$ cat src/hw/rtl/pcxrle_pkg.sv
`default_nettype none

package pcxrle_pkg;

   localparam int CFG_W   = 13;
   localparam int H_W     = 16;
   localparam int POS_W   = 15;
   localparam int CNT_W   = 6;
   localparam int BYTE_W  = 8;
   localparam int PIX_W   = 24;
   localparam int CSR_IDX_W  = 2;
   localparam int CSR_DATA_W = 16;

   localparam logic [CSR_IDX_W-1:0] CSR_BYTES_PER_PLANE_LINE = 2'd0;
   localparam logic [CSR_IDX_W-1:0] CSR_THREE_PLANES         = 2'd1;
   localparam logic [CSR_IDX_W-1:0] CSR_IMAGE_WIDTH          = 2'd2;
   localparam logic [CSR_IDX_W-1:0] CSR_IMAGE_HEIGHT         = 2'd3;

   localparam logic [BYTE_W-1:0] RUN_MARK = 8'hC0;
   localparam logic [BYTE_W-1:0] RUN_MASK = 8'h3F;

   localparam int QUEUE_DEPTH = 2;
   localparam int QPTR_W      = 1;
   localparam int QCNT_W      = 2;

   typedef struct packed {
      logic [BYTE_W-1:0] data;
      logic [CNT_W-1:0]  count;
   } pcxrle_cmd_type;

   // Clamped configuration as seen by the expansion side.
   typedef struct packed {
      logic [POS_W-1:0] bpl;
      logic [POS_W-1:0] bpl2;
      logic [POS_W-1:0] len;
      logic [CFG_W-1:0] width;
      logic [H_W-1:0]   height;
      logic             three;
   } pcxrle_cfg_type;

endpackage

`default_nettype wire

$ cat src/hw/rtl/pcxrle_queue.sv
`default_nettype none

module pcxrle_queue (
   input  wire logic                        clock,
   input  wire logic                        reset,
   input  wire logic                        push,
   input  wire pcxrle_pkg::pcxrle_cmd_type  push_cmd,
   output logic                             full,
   output logic                             not_empty,
   input  wire logic                        pop,
   output pcxrle_pkg::pcxrle_cmd_type       pop_cmd
);
   import pcxrle_pkg::*;

   pcxrle_cmd_type    entry_ff [QUEUE_DEPTH];
   logic [QPTR_W-1:0] wr_ptr_ff, rd_ptr_ff;
   logic [QCNT_W-1:0] count_ff;

   assign full      = (count_ff == QCNT_W'(QUEUE_DEPTH));
   assign not_empty = (count_ff != '0);
   assign pop_cmd   = entry_ff[rd_ptr_ff];

   always_ff @(posedge clock) begin
      if (push) begin
         entry_ff[wr_ptr_ff] <= push_cmd;
      end
   end

   always_ff @(posedge clock) begin
      if (reset) begin
         wr_ptr_ff <= '0;
         rd_ptr_ff <= '0;
         count_ff  <= '0;
      end else begin
         if (push) begin
            wr_ptr_ff <= wr_ptr_ff + QPTR_W'(1);
         end
         if (pop) begin
            rd_ptr_ff <= rd_ptr_ff + QPTR_W'(1);
         end
         if (push && !pop) begin
            count_ff <= count_ff + QCNT_W'(1);
         end else if (pop && !push) begin
            count_ff <= count_ff - QCNT_W'(1);
         end
      end
   end

endmodule

`default_nettype wire

$ cat config.mk
export PLATFORM = sky130hd
export DESIGN_NAME = pcxrle_queue
export DESIGN_NICKNAME = d
export VERILOG_FILES = /design/src/hw/rtl/pcxrle_pkg.sv /design/src/hw/rtl/pcxrle_queue.sv
export SDC_FILE = /design/constraint.sdc
export NUM_CORES = 1
export LEC_CHECK = 0
export ABC_AREA = 0
export BUFFER_PORTS_ARGS = -buffer_cell sky130_fd_sc_hd__buf_2
export CELL_PAD_IN_SITES_DETAIL_PLACEMENT = 1
export CELL_PAD_IN_SITES_GLOBAL_PLACEMENT = 2
export CORE_MARGIN = 8
export CORE_UTILIZATION = 35
export DETAILED_ROUTE_END_ITERATION = 8
export PLACE_DENSITY_LB_ADDON = 0.1
export SETUP_SLACK_MARGIN = 0.4
export SYNTH_ARGS = -nofsm -noshare
export SYNTH_HDL_FRONTEND = slang
export SYNTH_SLANG_ARGS = --single-unit
$ cat constraint.sdc
create_clock -name clock -period 1.8 [get_ports clock]
set_clock_uncertainty 0.2 [all_clocks]
set_input_delay 0.36 -clock clock [delete_from_list [all_inputs] [get_ports clock]]
set_output_delay 0.36 -clock clock [all_outputs]
set_load 0.02 [all_outputs]
# Word-level counts from Yosys, hierarchy flattened
# Memories as Yosys holds them, arrays and structs flattened. A register that Yosys moved wholly into a read port is not among the register bits.
# Index checks and enable logic that the tools add are counted.
classes:
  addsub: 4
  eq_ne: 1
  muxes: 6
  reduce_logical: 6
op_table:
  columns: ["cell", "count"]
  rows:
  - ["$mux W1", 4]
  - ["$mux W2", 2]
  - ["$reduce_bool A2 Y1", 2]
  - ["$add A1 B1 Y1 const B", 2]
  - ["$add A2 B1 Y2 const B", 1]
  - ["$eq A2 B2 Y1 const B", 1]
  - ["$logic_and A1 B1 Y1", 2]
  - ["$logic_not A1 Y1", 2]
  - ["$sub A2 B1 Y2 const B", 1]
totals:
  regBits: 4
  ram_bits: 28
  in_bits: 18
  out_inout_bits: 16
  wordCells: 21
  memories: 1
memory_table:
  columns: ["name", "depth", "word_bits", "rd", "rd_clocked_by_memory_dff", "write_ports", "line", "source"]
  rows:
  - ["entry_ff", 2, 14, 1, 1, 1, "pcxrle_queue.sv:15", "pcxrle_cmd_type entry_ff [QUEUE_DEPTH];"]

# Logic depth before layout (Yosys ltp)
depth:
  depth_word: 4
  mapped_depth: 5
  depth_no_buf: 5

# Least setup slack after synthesis
# No wires, ideal clock.
synth_timing:
  kind: "input to register"
  from: "input push"
  to: "memory entry_ff[0][0] (netlist name), enable pin"
  setup_ps: 386
  t_arrival_ps: 1039
  required_ps: 1214
  path_slack_ps: 175
  stages: 1
  path_buffers: 0
  cell_sequence: "nor2b_1"
synth_between:
  elab_chain_len: 2
synth_lines:
  columns: ["item", "line", "source"]
  rows:
  - ["start: declaration", "pcxrle_queue.sv:6", "input wire logic push,"]
  - ["$mux W1", "pcxrle_queue.sv:24", "if (push) begin"]
  - ["$mux W1 (implied by the code)", "pcxrle_queue.sv:25", "entry_ff[wr_ptr_ff] <= push_cmd;"]
  - ["end: declaration", "pcxrle_queue.sv:15", null]
# No other way between the ends.

==> results_dict.tcl <==
set metrics [dict create \
    status "complete, but fails checks" \
    violations "setup timing" \
    maxSlewHeadroom 0.8699 \
    synthTopCellsByArea "edfxtp_1 69%, mux2_2 13%, dfxtp_1 8.2%" \
    crit_path_start_kind "flop" \
    core-area_sq_um 3337 \
    hold_path_end "entry_ff[1][7]$_DFFE_PP_" \
    vias 722 \
    numClockSinks 33 \
    cpMaxStageDelayCell "dfxtp_4" \
    synth_area_per_cell_sq_um 18.71 \
    worstHoldStart "push_cmd[7]" \
    insertion_delay_ns 0.31 \
    critical_path_required_ns 1.24 \
    first_pass_iters 4 \
    layout_min_cycle_time_ns 1.847 \
    antenna_found_initial 0 \
    hold_path_class "in -> reg" \
    r2r_start "count_ff[0]$_SDFFE_PP0P_" \
    wl_per_cell_um 15.59 \
    dieArea_sq_um 5617 \
    rows 21 \
    clkTransAtPathRegs_ns 0.10 \
    maxCapViolCount 0 \
    finalHoldViolations 0 \
    r2r_cells 4 \
    n_antenna_cell 0 \
    chipHeight_um 74.95 \
    viasPerCell 4.513 \
    cp_top_family "flip-flops" \
    path_class "reg -> out" \
    synth_warnings 0 \
    crit_buf_inv 2 \
    ys_seq_elements 33 \
    ir_drop_mv 0.4002 \
    whs_path_depth 1 \
    rsz0062_at_grt "true" \
    final_util 0.5249 \
    power_mw 1.654 \
    grt_use_total 0.1011 \
    power.leakage_nw 0.7101 \
    worstPathCellList "buf_12 > mux2_4 > buf_6" \
    setup.reg_to_reg.worst_slack_ns 0.48 \
    worstPathMaxFanout 7 \
    cts-buffers-inserted 5 \
    drive_gt1_frac 0.5877 \
    wirelength_um 2495 \
    synth_top_area_frac 0.6914 \
    drc 0 \
    io_buffers 33 \
    worstPathArrival_ns 1.29 \
    die_x_um 74.95 \
    setup_viol 14 \
    finalWorstSetupSlack_ns -0.04722 \
    route.antenna.remaining_nets 0 \
    worstMarginPinSlew_ns 0.1937 \
    gp_congestion 0.7135 \
    synth_nets 84 \
    drt_iter0_drc 17 \
    synth_area_sq_um 1216 \
    hpwl_um 1649 \
    power_density_nw_per_um2 944.4 \
    r2r-end "count_ff[1]$_SDFFE_PP0P_" \
    yosysTopAreaCell "edfxtp_1" \
    grt_first_pass_wirelength_um 4015 \
    finalNetCount 132 \
    syn_to_final_growth_pct 44.03 \
    synth_cell_types 16 \
    slew_viol_final 0 \
    fin_crit_sh 1.026 \
    syn_inst 65 \
    end_kind "output pin" \
    start_util 0.3645 \
    fillCellCount 336 \
    fmax_mhz 541.4 \
    slowest_delay_ns 0.39 \
    cts_root_buf "clkbuf_4" \
    grt_pass1_vias 831 \
    grt_max_degree 11 \
    grt_overflow_total 0 \
    cts.path.max_buffers 2 \
    cts_tree "built" \
    yosysSeqAreaShare 0.7737 \
    ios 34 \
    htreeDepth 2 \
]
## metal layers
metal | track usage | vias to the layer above | share of wire
li1 | - | 339 | -
met1 | 0.1033 | 357 | 0.37
met2 | 0.1631 | 22 | 0.52
met3 | 0.05060 | 4 | 0.095
met4 | 0.05870 | 0 | 0.014
met5 | 0 | - | 0
## cell type report
cell class                 instances  area, sq um  share of cell area
tap                               46        57.56             0.03286
clock inverter                     1        3.754            0.002143
sequential                        33        947.2              0.5407
clock buffer                       7        45.04             0.02571
inverter                           1        3.754            0.002143
multi-input combinational         30        334.1              0.1907
timing repair buffer              42        360.3              0.2057
## report_power, final
part	leakage, nW	total, mW	switching (mW)	internal, mW
sequential	0.306	0.908	0.0210	0.887
combinational	0.378	0.372	0.163	0.209
clock	0.0269	0.374	0.224	0.150
## timing repair
action | in CTS | in global routing
pin swaps | 1 | 2
hold endpoints to repair | 0 | 2
resized for setup | 52 | 1
hold buffers | 0 | 1
buffers inserted | 3 | 1
setup endpoints to repair | 16 | 17
## cells in the final DEF (no fill, tap or decap), types with 4 or more instances in the layout
| cell | n |
|---|---|
| edfxtp_1 | 28 |
| buf_2 | 17 |
| buf_6 | 16 |
| mux2_4 | 14 |
| buf_4 | 6 |
| clkbuf_4 | 5 |
| nor2_1 | 4 |
## worst reg2reg max path: cells and delay by family, from the launching register on
kind	cells	cell delay, ns
xor gates and xnor gates	1	0.16
buffers and inverters	1	0.14
and+or+nand+nor	1	0.31
DFF	1	0.33
AOI/OAI and AO/OA	1	0.12
## worst max path at each step
stage,to,startpoint,cells after the start
2_1_floorplan,pop_cmd[10],flop,2
3_3_place_gp,pop_cmd[13],flop,2
3_5_place_dp,pop_cmd[13],flop,2
4_1_cts,pop_cmd[6],flop,3
5_1_grt,pop_cmd[10],flop,3
6_report,pop_cmd[5],flop,3
## logic make-up (layout without fill, tap and decap cells)
| family | count (synthesis) | after routing | synth area share |
|---|---|---|---|
| buf+inv | 2 | 51 | 0.009259 |
| compound gates | 2 | 2 | 0.008223 |
| flops | 33 | 33 | 0.7737 |
| simple gates | 9 | 9 | 0.04013 |
| mux | 14 | 14 | 0.1296 |
| fa+ha+maj | 1 | 1 | 0.01029 |
| xor+xnor | 4 | 4 | 0.02881 |
## state kept, by name, indices dropped and copies added, names as in the netlist, named ones only
signal,cells
rd_ptr_ff,1
count_ff,2
wr_ptr_ff,1
entry_ff,28
## cell usage after synthesis, drive strengths merged
cell,number
a21oi,1
dfxtp,5
or2,1
mux2,14
buf,1
o21ai,1
inv,1
or3,1
xor2,2
edfxtp,28
xnor2,2
nor2,4
and2b,1
and2,1
ha,1
nor2b,1
## per-stage QoR
step / hold WS (ns) / setup slack (ns) / TNS (ns) / instances / instance area [sq um]
6_report: 0.01827 / -0.04722 / -0.5961 / 160 / 1752
3_3_place_gp: 0.2764 / 0.1449 / 0 / 147 / 1478
2_1_floorplan: 0.2250 / 0.3591 / 0 / 65 / 1236
4_1_cts: 0.004817 / -0.05998 / -0.7119 / 158 / 1729
3_5_place_dp: 0.2949 / 0.1284 / 0 / 147 / 1478
5_1_grt: 0.003876 / -0.09845 / -1.326 / 160 / 1752
(Power assumes the default switching activity.)
