<file path="src/hw/rtl/pcxrle_pkg.sv">
`default_nettype none

package pcxrle_pkg;

   localparam int CFG_W   = 13;
   localparam int H_W     = 16;
   localparam int POS_W   = 15;
   localparam int CNT_W   = 6;
   localparam int BYTE_W  = 8;
   localparam int PIX_W   = 24;
   localparam int CSR_IDX_W  = 2;
   localparam int CSR_DATA_W = 16;

   localparam logic [CSR_IDX_W-1:0] CSR_BYTES_PER_PLANE_LINE = 2'd0;
   localparam logic [CSR_IDX_W-1:0] CSR_THREE_PLANES         = 2'd1;
   localparam logic [CSR_IDX_W-1:0] CSR_IMAGE_WIDTH          = 2'd2;
   localparam logic [CSR_IDX_W-1:0] CSR_IMAGE_HEIGHT         = 2'd3;

   localparam logic [BYTE_W-1:0] RUN_MARK = 8'hC0;
   localparam logic [BYTE_W-1:0] RUN_MASK = 8'h3F;

   localparam int QUEUE_DEPTH = 2;
   localparam int QPTR_W      = 1;
   localparam int QCNT_W      = 2;

   typedef struct packed {
      logic [BYTE_W-1:0] data;
      logic [CNT_W-1:0]  count;
   } pcxrle_cmd_type;

   // Clamped configuration as seen by the expansion side.
   typedef struct packed {
      logic [POS_W-1:0] bpl;
      logic [POS_W-1:0] bpl2;
      logic [POS_W-1:0] len;
      logic [CFG_W-1:0] width;
      logic [H_W-1:0]   height;
      logic             three;
   } pcxrle_cfg_type;

endpackage

`default_nettype wire

</file>
<file path="src/hw/rtl/pcxrle_front.sv">
`default_nettype none

module pcxrle_front (
   input  wire logic                          clock,
   input  wire logic                          reset,
   input  wire logic                          req_valid,
   output logic                               req_stall,
   input  wire logic [pcxrle_pkg::BYTE_W-1:0] req_stream_byte,
   input  wire logic                          q_full,
   output logic                               q_push,
   output pcxrle_pkg::pcxrle_cmd_type         q_cmd
);
   import pcxrle_pkg::*;

   logic             accept;
   logic             awaiting_ff, awaiting_in;
   logic [CNT_W-1:0] pending_ff, pending_in;

   assign req_stall = q_full;
   assign accept    = req_valid && !q_full;

   always_comb begin
      awaiting_in = awaiting_ff;
      pending_in  = pending_ff;
      q_push      = 1'b0;
      q_cmd.data  = req_stream_byte;
      q_cmd.count = CNT_W'(1);
      if (accept) begin
         if (awaiting_ff) begin
            awaiting_in = 1'b0;
            pending_in  = '0;
            q_cmd.count = pending_ff;
            // A zero-length run produces nothing, so it never reaches the queue.
            q_push      = (pending_ff != '0);
         end else if (req_stream_byte >= RUN_MARK) begin
            awaiting_in = 1'b1;
            pending_in  = CNT_W'(req_stream_byte & RUN_MASK);
         end else begin
            q_push = 1'b1;
         end
      end
   end

   always_ff @(posedge clock) begin
      if (reset) begin
         awaiting_ff <= 1'b0;
         pending_ff  <= '0;
      end else begin
         awaiting_ff <= awaiting_in;
         pending_ff  <= pending_in;
      end
   end

   a_run_value_clears: assert property (@(posedge clock) disable iff (reset)
      accept && awaiting_ff |=> !awaiting_ff)
      else $error("run value byte did not end the run header");

endmodule

`default_nettype wire

</file>
<file path="config.mk">
export PLATFORM = sky130hd
export DESIGN_NAME = pcxrle_front
export DESIGN_NICKNAME = d
export VERILOG_FILES = /design/src/hw/rtl/pcxrle_pkg.sv /design/src/hw/rtl/pcxrle_front.sv
export SDC_FILE = /design/constraint.sdc
export NUM_CORES = 1
export LEC_CHECK = 0
export ABC_CLOCK_PERIOD_IN_PS = 2200
export BUFFER_PORTS_ARGS = -buffer_cell sky130_fd_sc_hd__buf_2
export CAP_MARGIN = 10
export CORE_AREA = 2 2 39 41
export CTS_BUF_LIST = sky130_fd_sc_hd__clkbuf_8
export DETAILED_ROUTE_END_ITERATION = 10
export DIE_AREA = 0 0 41 43
export GPL_TIMING_DRIVEN = 0
export PLACE_DENSITY_LB_ADDON = 0.15
export RECOVER_POWER = 50
export SYNTH_ARGS = -nofsm -noshare
export SYNTH_HDL_FRONTEND = slang
export SYNTH_SLANG_ARGS = --single-unit
</file>
<file path="constraint.sdc">
create_clock -name clock -period 2.2 [get_ports clock]
set_clock_uncertainty 0.2 [all_clocks]
set_input_delay 0.33 -clock clock [delete_from_list [all_inputs] [get_ports clock]]
set_output_delay 0.33 -clock clock [all_outputs]
set_load 0.02 [all_outputs]
</file>
---- Word level (Yosys, flattened, before mapping) ----
Index checks and enable logic that the tools add are counted.
storage, ports and cells
  flip-flop bits (word level) ............. 7
  latch bits .............................. 0
  bits in writable memories ............... 0
  memory bits (read-only) ................. 0
  word-level logic and storage cells ...... 17
  memories ................................ 0
operators by class
  add/subtract/negate cells ............... 0
  multiply operators ...................... 0
  divide/modulo/power cells ............... 0
  $lt $le $gt $ge ......................... 1
  equal/unequal tests ..................... 0
  shift-type cells ........................ 0
  multiplexer cells ....................... 9
  bitwise operators ....................... 0
  reduce and logical (&&, ||, !) cells .... 5
operator list
  operator                                                   count
  6-bit two-way mux                                          4
  8-bit greater-or-equal comparator (second input constant)  1
  6-bit nonzero test                                         1
  1-bit two-way mux                                          5
  2-bit AND reduction                                        1
  2-bit nonzero test                                         1
  1-bit logical AND                                          1
  1-bit zero test                                            1

---- Logic depth before layout (Yosys ltp) ----
Gate-level depths: netlist of run 1.
  word-level depth ........................ 4
  gate-level depth with buffers ........... 5
  mapped depth without buffers ............ 3

---- Least setup slack after synthesis of run 1 ----
Ideal clock, no wire load.
  kind .................................... reg2out
  from .................................... register awaiting_ff
  to ...................................... output q_push
  data arrival time ....................... 1.086 ns
  required time ........................... 1.670 ns
  path slack .............................. 0.584 ns
  cell stages (with the launch flop) ...... 5
  buffers on the path ..................... 2
  cell sequence ........................... dfxtp_1 buf_6 and3b_1 buf_6 a211oi_2
on the way
  longest elaborated chain between the ends .. 2
RTL lines
  what                    RTL line            source
  start, declared         pcxrle_front.sv:16  logic awaiting_ff, awaiting_in;
  start signal, assigned  pcxrle_front.sv:49  awaiting_ff <= awaiting_in;
  1-bit two-way mux       pcxrle_front.sv:29  if (awaiting_ff) begin
  1-bit two-way mux       pcxrle_front.sv:28  if (accept) begin
  end, declared           pcxrle_front.sv:10  output logic q_push,
No other way between the ends.

---- Worst setup path after layout of run 1 ----
Same ends and word-level chain as after synthesis.

==> out/summary.md, run 1 <==
Setup path
- CP startpoint: awaiting_ff$_SDFFE_PP0P_
- biggest fanout along the worst timing path: 10
- category of the critical setup timing path: flip-flop to output pin
- CP Data Required Time: 1670 ps
- worst path buffer plus inverter count: 3
- worst path cell trace: buf_6 -> and3b_1 -> buf_6 -> a211oi_2 -> buf_2
- cell seen most often among critical-path stages: sky130_fd_sc_hd__buf_6
- cell with the biggest individual delay on the critical path: sky130_fd_sc_hd__dfxtp_1
- CP Data Arrival Time: 1370 ps
- cell type group with the largest total delay on the critical path: buffers and inverters
- origin of the critical flop-to-flop path: awaiting_ff$_SDFFE_PP0P_
- critical path startpoint category: flip-flop
- Slowest Stage Delay on Critical Path: 310 ps
- Worst setup EP type: output pin

Die
- placement row count: 14
- starting density of the core: 0.3246
- top-level port count: 28
- core footprint: 1384 um^2
- Die Wd: 41 um
- y dimension of the die: 43 um
- die outline area: 1763 um^2

Clock tree
- CTS tree: yes
- Clock transition at path regs: 40 ps
- deepest clock path buffer count: 2
- buffer cell driving the clock tree root: sky130_fd_sc_hd__clkbuf_8
- Post-CTS Hold Fix Bufs: 0
- number of clock sinks: 7
- count of cells resized by post-cts repair: 0
- buffers inserted by post-CTS timing repair: 0
- TritonCTS Buffers: 3
- worst-skew pair later-pin latency: 230 ps
- # H-tree levels: 1

Power and ir drop
- IR drop worst, VDD: 295.5 uV
- switching part of the total: 0.2581
- total leakage power: 0.2954 nW
- power density over the cells: 596.8 nW/um^2
- internal power summed over all cells: 0.2825 mW
- Clk pwr share: 0.468
- proportion of power drawn by flip-flops and latches: 0.346
- net switching power: 0.09827 mW
- share of power burned in combinational logic: 0.186

STA
- Slew Viols, Final: 0
- Final Hold Vio Count: 0
- RSZ-0062 raised after global routing: no
- Worst Tran Pin Value: 387.9 ps
- final worst slack: 298.2 ps
- setup violators final: 0
- post-route fraction of the period consumed by the critical path: 0.8644
- Rel. slew slack: 0.7414
- total negative slack: 0 ps
- fmax: 525.8 MHz
- final critical path time including I/O delays and setup: 1902 ps

Logic synthesis
- share of Yosys cell area claimed by the top area cell type: 0.3120
- syn_area_per_cell: 8.475 um^2
- library cell with the largest summed area after synthesis: sky130_fd_sc_hd__dfxtp_1
- post-synthesis cell count: 53
- FFs w/ async S/R, synth: 0
- Area contributors post-synth: sky130_fd_sc_hd__dfxtp_1, sky130_fd_sc_hd__buf_4, sky130_fd_sc_hd__a21oi_1, sky130_fd_sc_hd__and3_2, sky130_fd_sc_hd__o21ai_0
- Synth Cell Area: 449.2 um^2
- total nets after synthesis: 65
- ys flop type: sky130_fd_sc_hd__dfxtp_1
- number of warnings issued by yosys: 0
- number of storage elements in the synthesis netlist: 7
- sequential-to-total area share from yosys stat: 0.3120
- most frequently used cell type in the post-synthesis netlist: sky130_fd_sc_hd__buf_4
- Distinct cells, synth: 17
- Synth top cells by count: sky130_fd_sc_hd__buf_4, sky130_fd_sc_hd__a21oi_1, sky130_fd_sc_hd__dfxtp_1
- number of enable-type register cells in the synthesized netlist: 0

Placement
- count of input and output buffers: 27
- Setup Slack @ Placement: 475.7 ps
- last weighted congestion value of the routability-driven placer: 0.7625

Final layout
- synthesis-to-layout area growth: 42.06%
- final net count: 97
- antenna diode instance count: 0
- fraction of layout instances using a drive strength above 1: 0.4762

Global route
- total gr overflow: 0
- initial antenna violation count: 0
- total track usage: 0.1460
- via count of the first global-routing pass: 425
- pin count of the biggest net entering global routing: 11
- first-pass GRT wire length: 1704 um

Flow run
- MaxCap Viol Count: 0

Drt
- routed vias/inst: 4.620
- total DRC errors in the routed layout: 0
- WL/cell: 10.89 um
- overall via count from detail_route: 462
- Pre-Repair DR Iteration Count: 3
- post-detailed-routing wire length: 1089 um
- post-route ant nets: 0
- DRC violation total after the first TritonRoute iteration: 11

Hold path
- worst min-delay path category: input port to flip-flop
- worst hold start: reset

Run status
- status: completed

[cells in the final DEF (no fill, tap or decap), types with 2 or more instances in the layout]
cell | netlist | final
sky130_fd_sc_hd__buf_2 | 0 | 18
sky130_fd_sc_hd__dfxtp_1 | 7 | 7
sky130_fd_sc_hd__a21oi_1 | 8 | 8
sky130_fd_sc_hd__clkbuf_1 | 0 | 9
sky130_fd_sc_hd__and3_2 | 5 | 5
sky130_fd_sc_hd__nand3_1 | 5 | 5
sky130_fd_sc_hd__clkbuf_8 | 1 | 4
sky130_fd_sc_hd__buf_6 | 2 | 2
sky130_fd_sc_hd__nand2_1 | 2 | 2
sky130_fd_sc_hd__o21ai_0 | 6 | 6
sky130_fd_sc_hd__buf_4 | 9 | 9
[through the flow]
step                std cells  power, mW  hold slack (ps)    util  area, um^2
finish                    100     0.3808            158.6  0.4611       638.1
global route              100     0.4005            177.6  0.4611       638.1
CTS                       100     0.3870            161.8  0.4693       649.4
detailed placement         96     0.2071            279.8  0.4367       604.3
global placement           96     0.2067            276.1  0.4367       604.3
floorplan                  53     0.1800            199.1       -       449.2
[power groups by stage]
stage | combinational, mW | sequential, mW | clock (mW)
final | 0.0707 | 0.132 | 0.178
after CTS | 0.0734 | 0.132 | 0.182
after detailed placement | 0.0730 | 0.134 | 0
after floorplan | 0.0464 | 0.134 | 0
after global placement | 0.0727 | 0.134 | 0
after global routing | 0.0779 | 0.132 | 0.190
[metal layers]
metal | vias to the layer above | track usage | part of all wire | wire, um
met1 | 204 | 0.1753 | 0.46 | 505
met5 | - | 0 | 0 | 0
li1 | 240 | - | - | -
met2 | 16 | 0.2188 | 0.46 | 498
met4 | 0 | 0.08000 | 0.014 | 15
met3 | 2 | 0.04712 | 0.064 | 70
[path summary, 6_finish.rpt]
check	depth (start not counted)	endpoint	slack (ps)
setup / recovery	5	q_push	300
hold / removal	2	pending_ff[2]$_SDFFE_PP0P_	160
setup reg to reg	4	pending_ff[0]$_SDFFE_PP0P_	910
hold reg to reg	2	pending_ff[4]$_SDFFE_PP0P_	280
[kinds of logic after synthesis]
kind of cell | share of synthesized area
simple gates | 0.2730
flops | 0.3120
compound gates | 0.1838
buf+inv | 0.2312
[flip-flops by register name (all words and copies together), names as in the netlist]
| name | cells |
|---|---|
| pending_ff | 6 |
| awaiting_ff | 1 |
[cell type report]
| type | count | area (um^2) |
|---|---|---|
| buffer | 12 | 103.9 |
| clock buffer | 3 | 41.29 |
| clock inverter | 1 | 3.754 |
| fill | 162 | 745.7 |
| multi-input combinational | 34 | 205.2 |
| sequential | 7 | 140.1 |
| tap | 16 | 20.02 |
| timing repair buffer | 27 | 123.9 |
Power figures use the tool's default switching activity.
==> run 2: changes to the inputs <==
--- a/config.mk
+++ b/config.mk
@@ -5,14 +5,15 @@
 export SDC_FILE = /design/constraint.sdc
 export NUM_CORES = 1
 export LEC_CHECK = 0
+export ABC_AREA = 1
 export ABC_CLOCK_PERIOD_IN_PS = 2200
 export BUFFER_PORTS_ARGS = -buffer_cell sky130_fd_sc_hd__buf_2
 export CAP_MARGIN = 10
-export CORE_AREA = 2 2 39 41
+export CORE_UTILIZATION = 36
 export CTS_BUF_LIST = sky130_fd_sc_hd__clkbuf_8
 export DETAILED_ROUTE_END_ITERATION = 10
-export DIE_AREA = 0 0 41 43
 export GPL_TIMING_DRIVEN = 0
+export HOLD_SLACK_MARGIN = 0.15
 export PLACE_DENSITY_LB_ADDON = 0.15
 export RECOVER_POWER = 50
 export SYNTH_ARGS = -nofsm -noshare
==> run 2 against run 1 <==
Against the previous run: combinational power up 5.2%; cell area up 3.1%; final cell count up 21%; die area down 18%; routed wire length down 11%.
==> out/summary.md, run 2 <==
Setup path
- Slowest Stage Delay on Critical Path: 350 ps
- category of the critical setup timing path: flip-flop to output pin
- cell with the biggest individual delay on the critical path: sky130_fd_sc_hd__clkbuf_1
- Register-to-Register Path Depth: 4
- cell seen most often among critical-path stages: sky130_fd_sc_hd__nor2_1
- cell type group with the largest total delay on the critical path: buffers and inverters
- worst path buffer plus inverter count: 2
- capture point of the critical path: q_push
- R2R Path End: awaiting_ff$_SDFFE_PP0P_
- CP Data Required Time: 1670 ps
- critical path depth: 5
- Worst setup EP type: output pin
- worst path cell trace: clkbuf_1 -> nand3_1 -> nor2_1 -> nor2_1 -> buf_2
- slack of the worst reg-to-reg path: 930 ps
- critical path startpoint category: flip-flop
- CP Data Arrival Time: 1350 ps
- CP startpoint: awaiting_ff$_SDFFE_PP0P_
- origin of the critical flop-to-flop path: awaiting_ff$_SDFFE_PP0P_
- biggest fanout along the worst timing path: 10

STA
- Final Hold Vio Count: 0
- RSZ-0062 raised after global routing: no
- post-route fraction of the period consumed by the critical path: 0.8540
- Slew Viols, Final: 0
- final worst slack: 321.1 ps
- fmax: 532.2 MHz
- Hold Worst Slack: 157.1 ps
- final critical path time including I/O delays and setup: 1879 ps
- total negative slack: 0 ps
- Worst Tran Pin Value: 425.7 ps
- setup violators final: 0
- Rel. slew slack: 0.7162

Final layout
- area of all placed cells without fillers: 658.1 um^2
- combined area of the multi-input logic cells: 192.7 um^2
- leading cell type in the layout, fill and taps excluded: sky130_fd_sc_hd__buf_2
- top register by number of flip-flops: pending_ff
- max FFs per register: 6
- top library cells by usage in the layout, fill and taps aside: sky130_fd_sc_hd__buf_2, sky130_fd_sc_hd__inv_1, sky130_fd_sc_hd__nor2_1
- final net count: 120
- storage element area: 140.1 um^2
- synthesis-to-layout area growth: 40.27%
- biggest regs: pending_ff x6, awaiting_ff x1
- number of fillers in the final layout: 116
- fraction of layout instances using a drive strength above 1: 0.3458
- antenna diode instance count: 0

Die
- top-level port count: 28
- core footprint: 1156 um^2
- die outline area: 1452 um^2
- y dimension of the die: 38.10 um
- starting density of the core: 0.4058
- Die Wd: 38.10 um
- placement row count: 12

Global route
- first-pass GRT wire length: 1435 um
- GRT Max-Usage Layer: met2
- routing usage on met2: 0.2203
- total track usage: 0.1506
- fraction of met1 tracks used by global routing: 0.1805
- initial antenna violation count: 0
- total gr overflow: 0
- pin count of the biggest net entering global routing: 11
- via count of the first global-routing pass: 371
- met3 usage in global routing: 0.03488

Clock tree
- worst-skew pair later-pin latency: 220 ps
- deepest clock path buffer count: 2
- buffers inserted by post-CTS timing repair: 0
- buffer cell driving the clock tree root: sky130_fd_sc_hd__clkbuf_8
- TritonCTS Buffers: 3
- count of cells resized by post-cts repair: 0
- number of clock sinks: 7
- Post-CTS Hold Fix Bufs: 0
- # H-tree levels: 1
- CTS tree: yes
- Clock transition at path regs: 40 ps

Logic synthesis
- Synth top cells by count: sky130_fd_sc_hd__inv_1, sky130_fd_sc_hd__nor2_1, sky130_fd_sc_hd__buf_4
- syn_area_per_cell: 6.174 um^2
- FFs w/ async S/R, synth: 0
- Area contributors post-synth: sky130_fd_sc_hd__dfxtp_1, sky130_fd_sc_hd__buf_4, sky130_fd_sc_hd__inv_1, sky130_fd_sc_hd__nor2_1, sky130_fd_sc_hd__nand3_1
- library cell with the largest summed area after synthesis: sky130_fd_sc_hd__dfxtp_1
- Synth Cell Area: 469.2 um^2
- number of enable-type register cells in the synthesized netlist: 0
- Distinct cells, synth: 12
- post-synthesis cell count: 76
- ys flop type: sky130_fd_sc_hd__dfxtp_1
- most frequently used cell type in the post-synthesis netlist: sky130_fd_sc_hd__inv_1
- number of storage elements in the synthesis netlist: 7
- total nets after synthesis: 88
- sequential-to-total area share from yosys stat: 0.2987
- share of Yosys cell area claimed by the top area cell type: 0.2987
- number of warnings issued by yosys: 0

Drt
- Pre-Repair DR Iteration Count: 4
- overall via count from detail_route: 517
- total DRC errors in the routed layout: 0
- post-detailed-routing wire length: 965 um
- WL/cell: 7.975 um
- DRC violation total after the first TritonRoute iteration: 8
- routed vias/inst: 4.273
- post-route ant nets: 0

Placement
- last weighted congestion value of the routability-driven placer: 0.7275
- Setup Slack @ Placement: 585.9 ps
- count of input and output buffers: 27
- post-place instance area: 621.8 um^2
- estimated wirelength of the detail-placed design: 756 um

Power and ir drop
- power density over the cells: 581.3 nW/um^2
- IR drop worst, VDD: 289.5 uV
- total leakage power: 0.3368 nW
- sum of internal, switching and leakage power: 0.3826 mW

Run status
- status: completed

Hold path
- worst min-delay path category: input port to flip-flop
- worst hold start: reset

Flow run
- MaxCap Viol Count: 0

==> run 2: power by group <==
part | internal, mW | switching (mW) | total (mW) | leakage [nW]
clock | 0.121 | 0.0548 | 0.175 | 0.0269
sequential | 0.131 | 0.00171 | 0.133 | 0.0567
combinational | 0.0320 | 0.0425 | 0.0744 | 0.253
total | 0.284 | 0.0990 | 0.383 | 0.337
==> run 2: cells by family (layout without fill, tap and decap cells) <==
group	after synthesis	after routing	synth area share
AO/OA/AOI/OAI	8	8	0.08532
buffers and inverters	26	57	0.2906
flip-flops	7	7	0.2987
AND/OR/NAND/NOR	35	35	0.3253
==> run 2: layer usage <==
| metal | vias up | routed length, um |
|---|---|---|
| met3 | 0 | 51 |
| met2 | 22 | 435 |
| li1 | 286 | - |
| met1 | 209 | 478 |
| met4 | 0 | 0 |
| met5 | - | 0 |
==> run 2: how the worst min path moves through the flow <==
| stage | endpoint | slack [ps] | cells after the start |
|---|---|---|---|
| CTS | pending_ff[1]$_SDFFE_PP0P_ | 160 | 2 |
| global placement | pending_ff[0]$_SDFFE_PP0P_ | 250 | 2 |
| detailed placement | pending_ff[1]$_SDFFE_PP0P_ | 250 | 2 |
| global route | pending_ff[4]$_SDFFE_PP0P_ | 160 | 2 |
| floorplan | pending_ff[0]$_SDFFE_PP0P_ | 200 | 1 |
| finish | pending_ff[1]$_SDFFE_PP0P_ | 160 | 2 |
==> run 2: per-stage QoR <==
step                      instances    util
final                           121  0.5693
after global routing            121  0.5693
after CTS                       121  0.5768
after detailed placement        117  0.5379
after global placement          117  0.5379
after floorplan                  76       -
==> run 2: worst reg2reg max path, delay by kind of cell, from the launching register on <==
family / cells / cell delay (ps)
AOI/OAI and AO/OA: 1 / 40
DFF: 1 / 320
buffers and inverters: 1 / 350
and+or+nand+nor: 2 / 250
==> run 2: final cells by class <==
class / count / share of cell area
Timing Repair Buffer: 27 / 0.1939
Tap cell: 14 / 0.02662
Clock buffer: 3 / 0.06274
Sequential cell: 7 / 0.2129
Buffer: 11 / 0.1198
Clock inverter: 1 / 0.005703
Inverter: 15 / 0.08555
Multi-Input combinational cell: 43 / 0.2928
==> run 3: changes to the inputs <==
==> constraint.sdc (replaced) <==
create_clock -name clock -period 2.2 [get_ports clock]
set_clock_uncertainty 0.2 [all_clocks]
set_input_delay 0 -clock clock [delete_from_list [all_inputs] [get_ports clock]]
set_output_delay 0 -clock clock [all_outputs]
set_load 0.02 [all_outputs]
==> run 3 against run 2 <==
Against the previous run: routed wire length rose by 49%; highest routed layer is now met4; cell area rose by 34%; clock-buffer cell count did not move.
==> out/summary.md, run 3 (synthesis gave the netlist of run 2 again) <==
Final layout
- leading cell type in the layout, fill and taps excluded: sky130_fd_sc_hd__dlygate4sd3_1
- antenna diode instance count: 0
- number of fillers in the final layout: 85
- max FFs per register: 6
- top register by number of flip-flops: pending_ff
- synthesis-to-layout area growth: 88.53%
- final net count: 141
- number of standard cells in the layout, taps in and fillers out: 142
- fraction of layout instances using a drive strength above 1: 0.3047
- biggest regs: pending_ff x6, awaiting_ff x1
- top library cells by usage in the layout, fill and taps aside: sky130_fd_sc_hd__dlygate4sd3_1, sky130_fd_sc_hd__inv_1, sky130_fd_sc_hd__buf_2

Power and ir drop
- total leakage power: 0.4318 nW
- switching part of the total: 0.2691
- power density over the cells: 474.5 nW/um^2
- Clk pwr share: 0.432
- share of power burned in combinational logic: 0.251
- proportion of power drawn by flip-flops and latches: 0.317
- IR drop worst, VDD: 322.8 uV
- internal power summed over all cells: 0.3068 mW
- net switching power: 0.1130 mW
- sum of internal, switching and leakage power: 0.4198 mW

Setup path
- Worst setup EP type: flip-flop
- cell seen most often among critical-path stages: sky130_fd_sc_hd__dlygate4sd3_1
- critical path depth: 8
- cell with the biggest individual delay on the critical path: sky130_fd_sc_hd__dlygate4sd3_1
- CP Data Arrival Time: 2100 ps
- critical path startpoint category: input port
- category of the critical setup timing path: input port to flip-flop
- origin of the critical flop-to-flop path: awaiting_ff$_SDFFE_PP0P_
- CP Data Required Time: 2170 ps
- R2R Path End: pending_ff[4]$_SDFFE_PP0P_
- Register-to-Register Path Depth: 6
- capture point of the critical path: pending_ff[4]$_SDFFE_PP0P_
- biggest fanout along the worst timing path: 5
- cell type group with the largest total delay on the critical path: buffers and inverters
- CP startpoint: req_stream_byte[6]
- worst path buffer plus inverter count: 4
- slack of the worst reg-to-reg path: 100 ps
- Slowest Stage Delay on Critical Path: 550 ps
- worst path cell trace: dlygate4sd3_1 -> buf_2 -> nand2_2 -> nand2_4 -> nand3_1 -> dlygate4sd3_1 -> a21oi_1 -> dlygate4sd3_1

Global route
- via count of the first global-routing pass: 526
- first-pass GRT wire length: 2049 um
- total track usage: 0.2179
- total gr overflow: 0
- pin count of the biggest net entering global routing: 11
- initial antenna violation count: 0

STA
- Worst Tran Pin Value: 252.4 ps
- Hold Worst Slack: 192.2 ps
- Slew Viols, Final: 0
- fmax: 469.0 MHz
- Final Hold Vio Count: 0
- post-route fraction of the period consumed by the critical path: 0.9691
- final critical path time including I/O delays and setup: 2132 ps
- Rel. slew slack: 0.8324
- setup violators final: 0

Clock tree
- TritonCTS Buffers: 3
- deepest clock path buffer count: 2
- CTS tree: yes
- number of clock sinks: 7
- Clock transition at path regs: 40 ps
- # H-tree levels: 1
- buffer cell driving the clock tree root: sky130_fd_sc_hd__clkbuf_8
- worst-skew pair later-pin latency: 230 ps

Die
- placement row count: 12
- starting density of the core: 0.4058
- die outline area: 1452 um^2
- y dimension of the die: 38.10 um
- top-level port count: 28
- core footprint: 1156 um^2
- Die Wd: 38.10 um

Drt
- overall via count from detail_route: 617
- routed vias/inst: 4.345
- total DRC errors in the routed layout: 0
- DRC violation total after the first TritonRoute iteration: 14
- WL/cell: 10.15 um
- post-detailed-routing wire length: 1442 um
- post-route ant nets: 0
- Pre-Repair DR Iteration Count: 4

Placement
- number of cells after detailed placement: 117
- count of input and output buffers: 27
- estimated wirelength of the detail-placed design: 756 um
- last weighted congestion value of the routability-driven placer: 0.7275

Hold path
- worst min-delay path category: input port to flip-flop

Flow run
- MaxCap Viol Count: 0

Run status
- status: completed

[run 3: cell types whose count changed in the layout (fill, tap and decap cells not counted), sizes merged]
| cell | delta |
|---|---|
| dlygate4sd3 | +18 |
| buf | -1 |
| clkbuf | +3 |
| dlymetal6s4s | +1 |
[run 3: final cells by class]
type | count | area (um^2) | area share
well taps | 14 | 17.52 | 0.01980
clock buffers | 3 | 41.29 | 0.04668
plain buffers | 11 | 86.33 | 0.09760
inverters | 15 | 56.30 | 0.06365
flip-flops and latches | 7 | 140.1 | 0.1584
multi-input cells | 43 | 206.4 | 0.2334
repair buffers | 48 | 332.8 | 0.3762
clock inverters | 1 | 3.754 | 0.004243
[run 3: how the worst min path moves through the flow]
stage	start	endpoint	depth (start not counted)
after floorplan	reset	pending_ff[0]$_SDFFE_PP0P_	1
after global placement	reset	pending_ff[5]$_SDFFE_PP0P_	2
after detailed placement	reset	pending_ff[1]$_SDFFE_PP0P_	2
after CTS	q_full	awaiting_ff$_SDFFE_PP0P_	6
after global routing	q_full	awaiting_ff$_SDFFE_PP0P_	6
final	q_full	awaiting_ff$_SDFFE_PP0P_	6
[run 3: worst register-to-register path: stages (launching register included)]
cell	delay, ps
sky130_fd_sc_hd__dfxtp_1	310
sky130_fd_sc_hd__buf_6	140
sky130_fd_sc_hd__nor2_1	100
sky130_fd_sc_hd__nand3_1	70
sky130_fd_sc_hd__dlygate4sd3_1	550
sky130_fd_sc_hd__a21oi_1	130
sky130_fd_sc_hd__dlygate4sd3_1	550
[run 3: routing by layer]
layer  GRT usage  wire length (um)  part of all wire  vias up
met5           0                 0                 0        -
met3     0.03488                54             0.037        2
li1            -                 -                 -      326
met1      0.2094               626              0.43      265
met2      0.4195               742              0.51       24
met4      0.1339                20             0.014        0
[run 3: per-stage QoR]
step	area (um^2)	TNS, ps	setup WS, ps	util
2_1_floorplan	469.2	0	1121	-
3_3_place_gp	621.8	0	1091	0.5379
3_5_place_dp	621.8	0	1062	0.5379
4_1_cts	887.1	0	22.68	0.7673
5_1_grt	884.6	-5.824	-5.824	0.7652
6_report	884.6	0	67.89	0.7652
[run 3: timing repair]
item	4_1_cts	5_1_grt
buffers inserted	0	3
setup endpoints to repair	0	5
endpoints found under the hold margin	16	1
hold buffers	22	1
resized for setup	0	8
[run 3: power by group through the flow]
stage               sequential [mW]  combinational [mW]  clock [mW]
finish                        0.133               0.105       0.181
global placement              0.135              0.0758           0
detailed placement            0.135              0.0768           0
floorplan                     0.134              0.0505           0
global route                  0.133               0.113       0.190
CTS                           0.133              0.0978       0.181
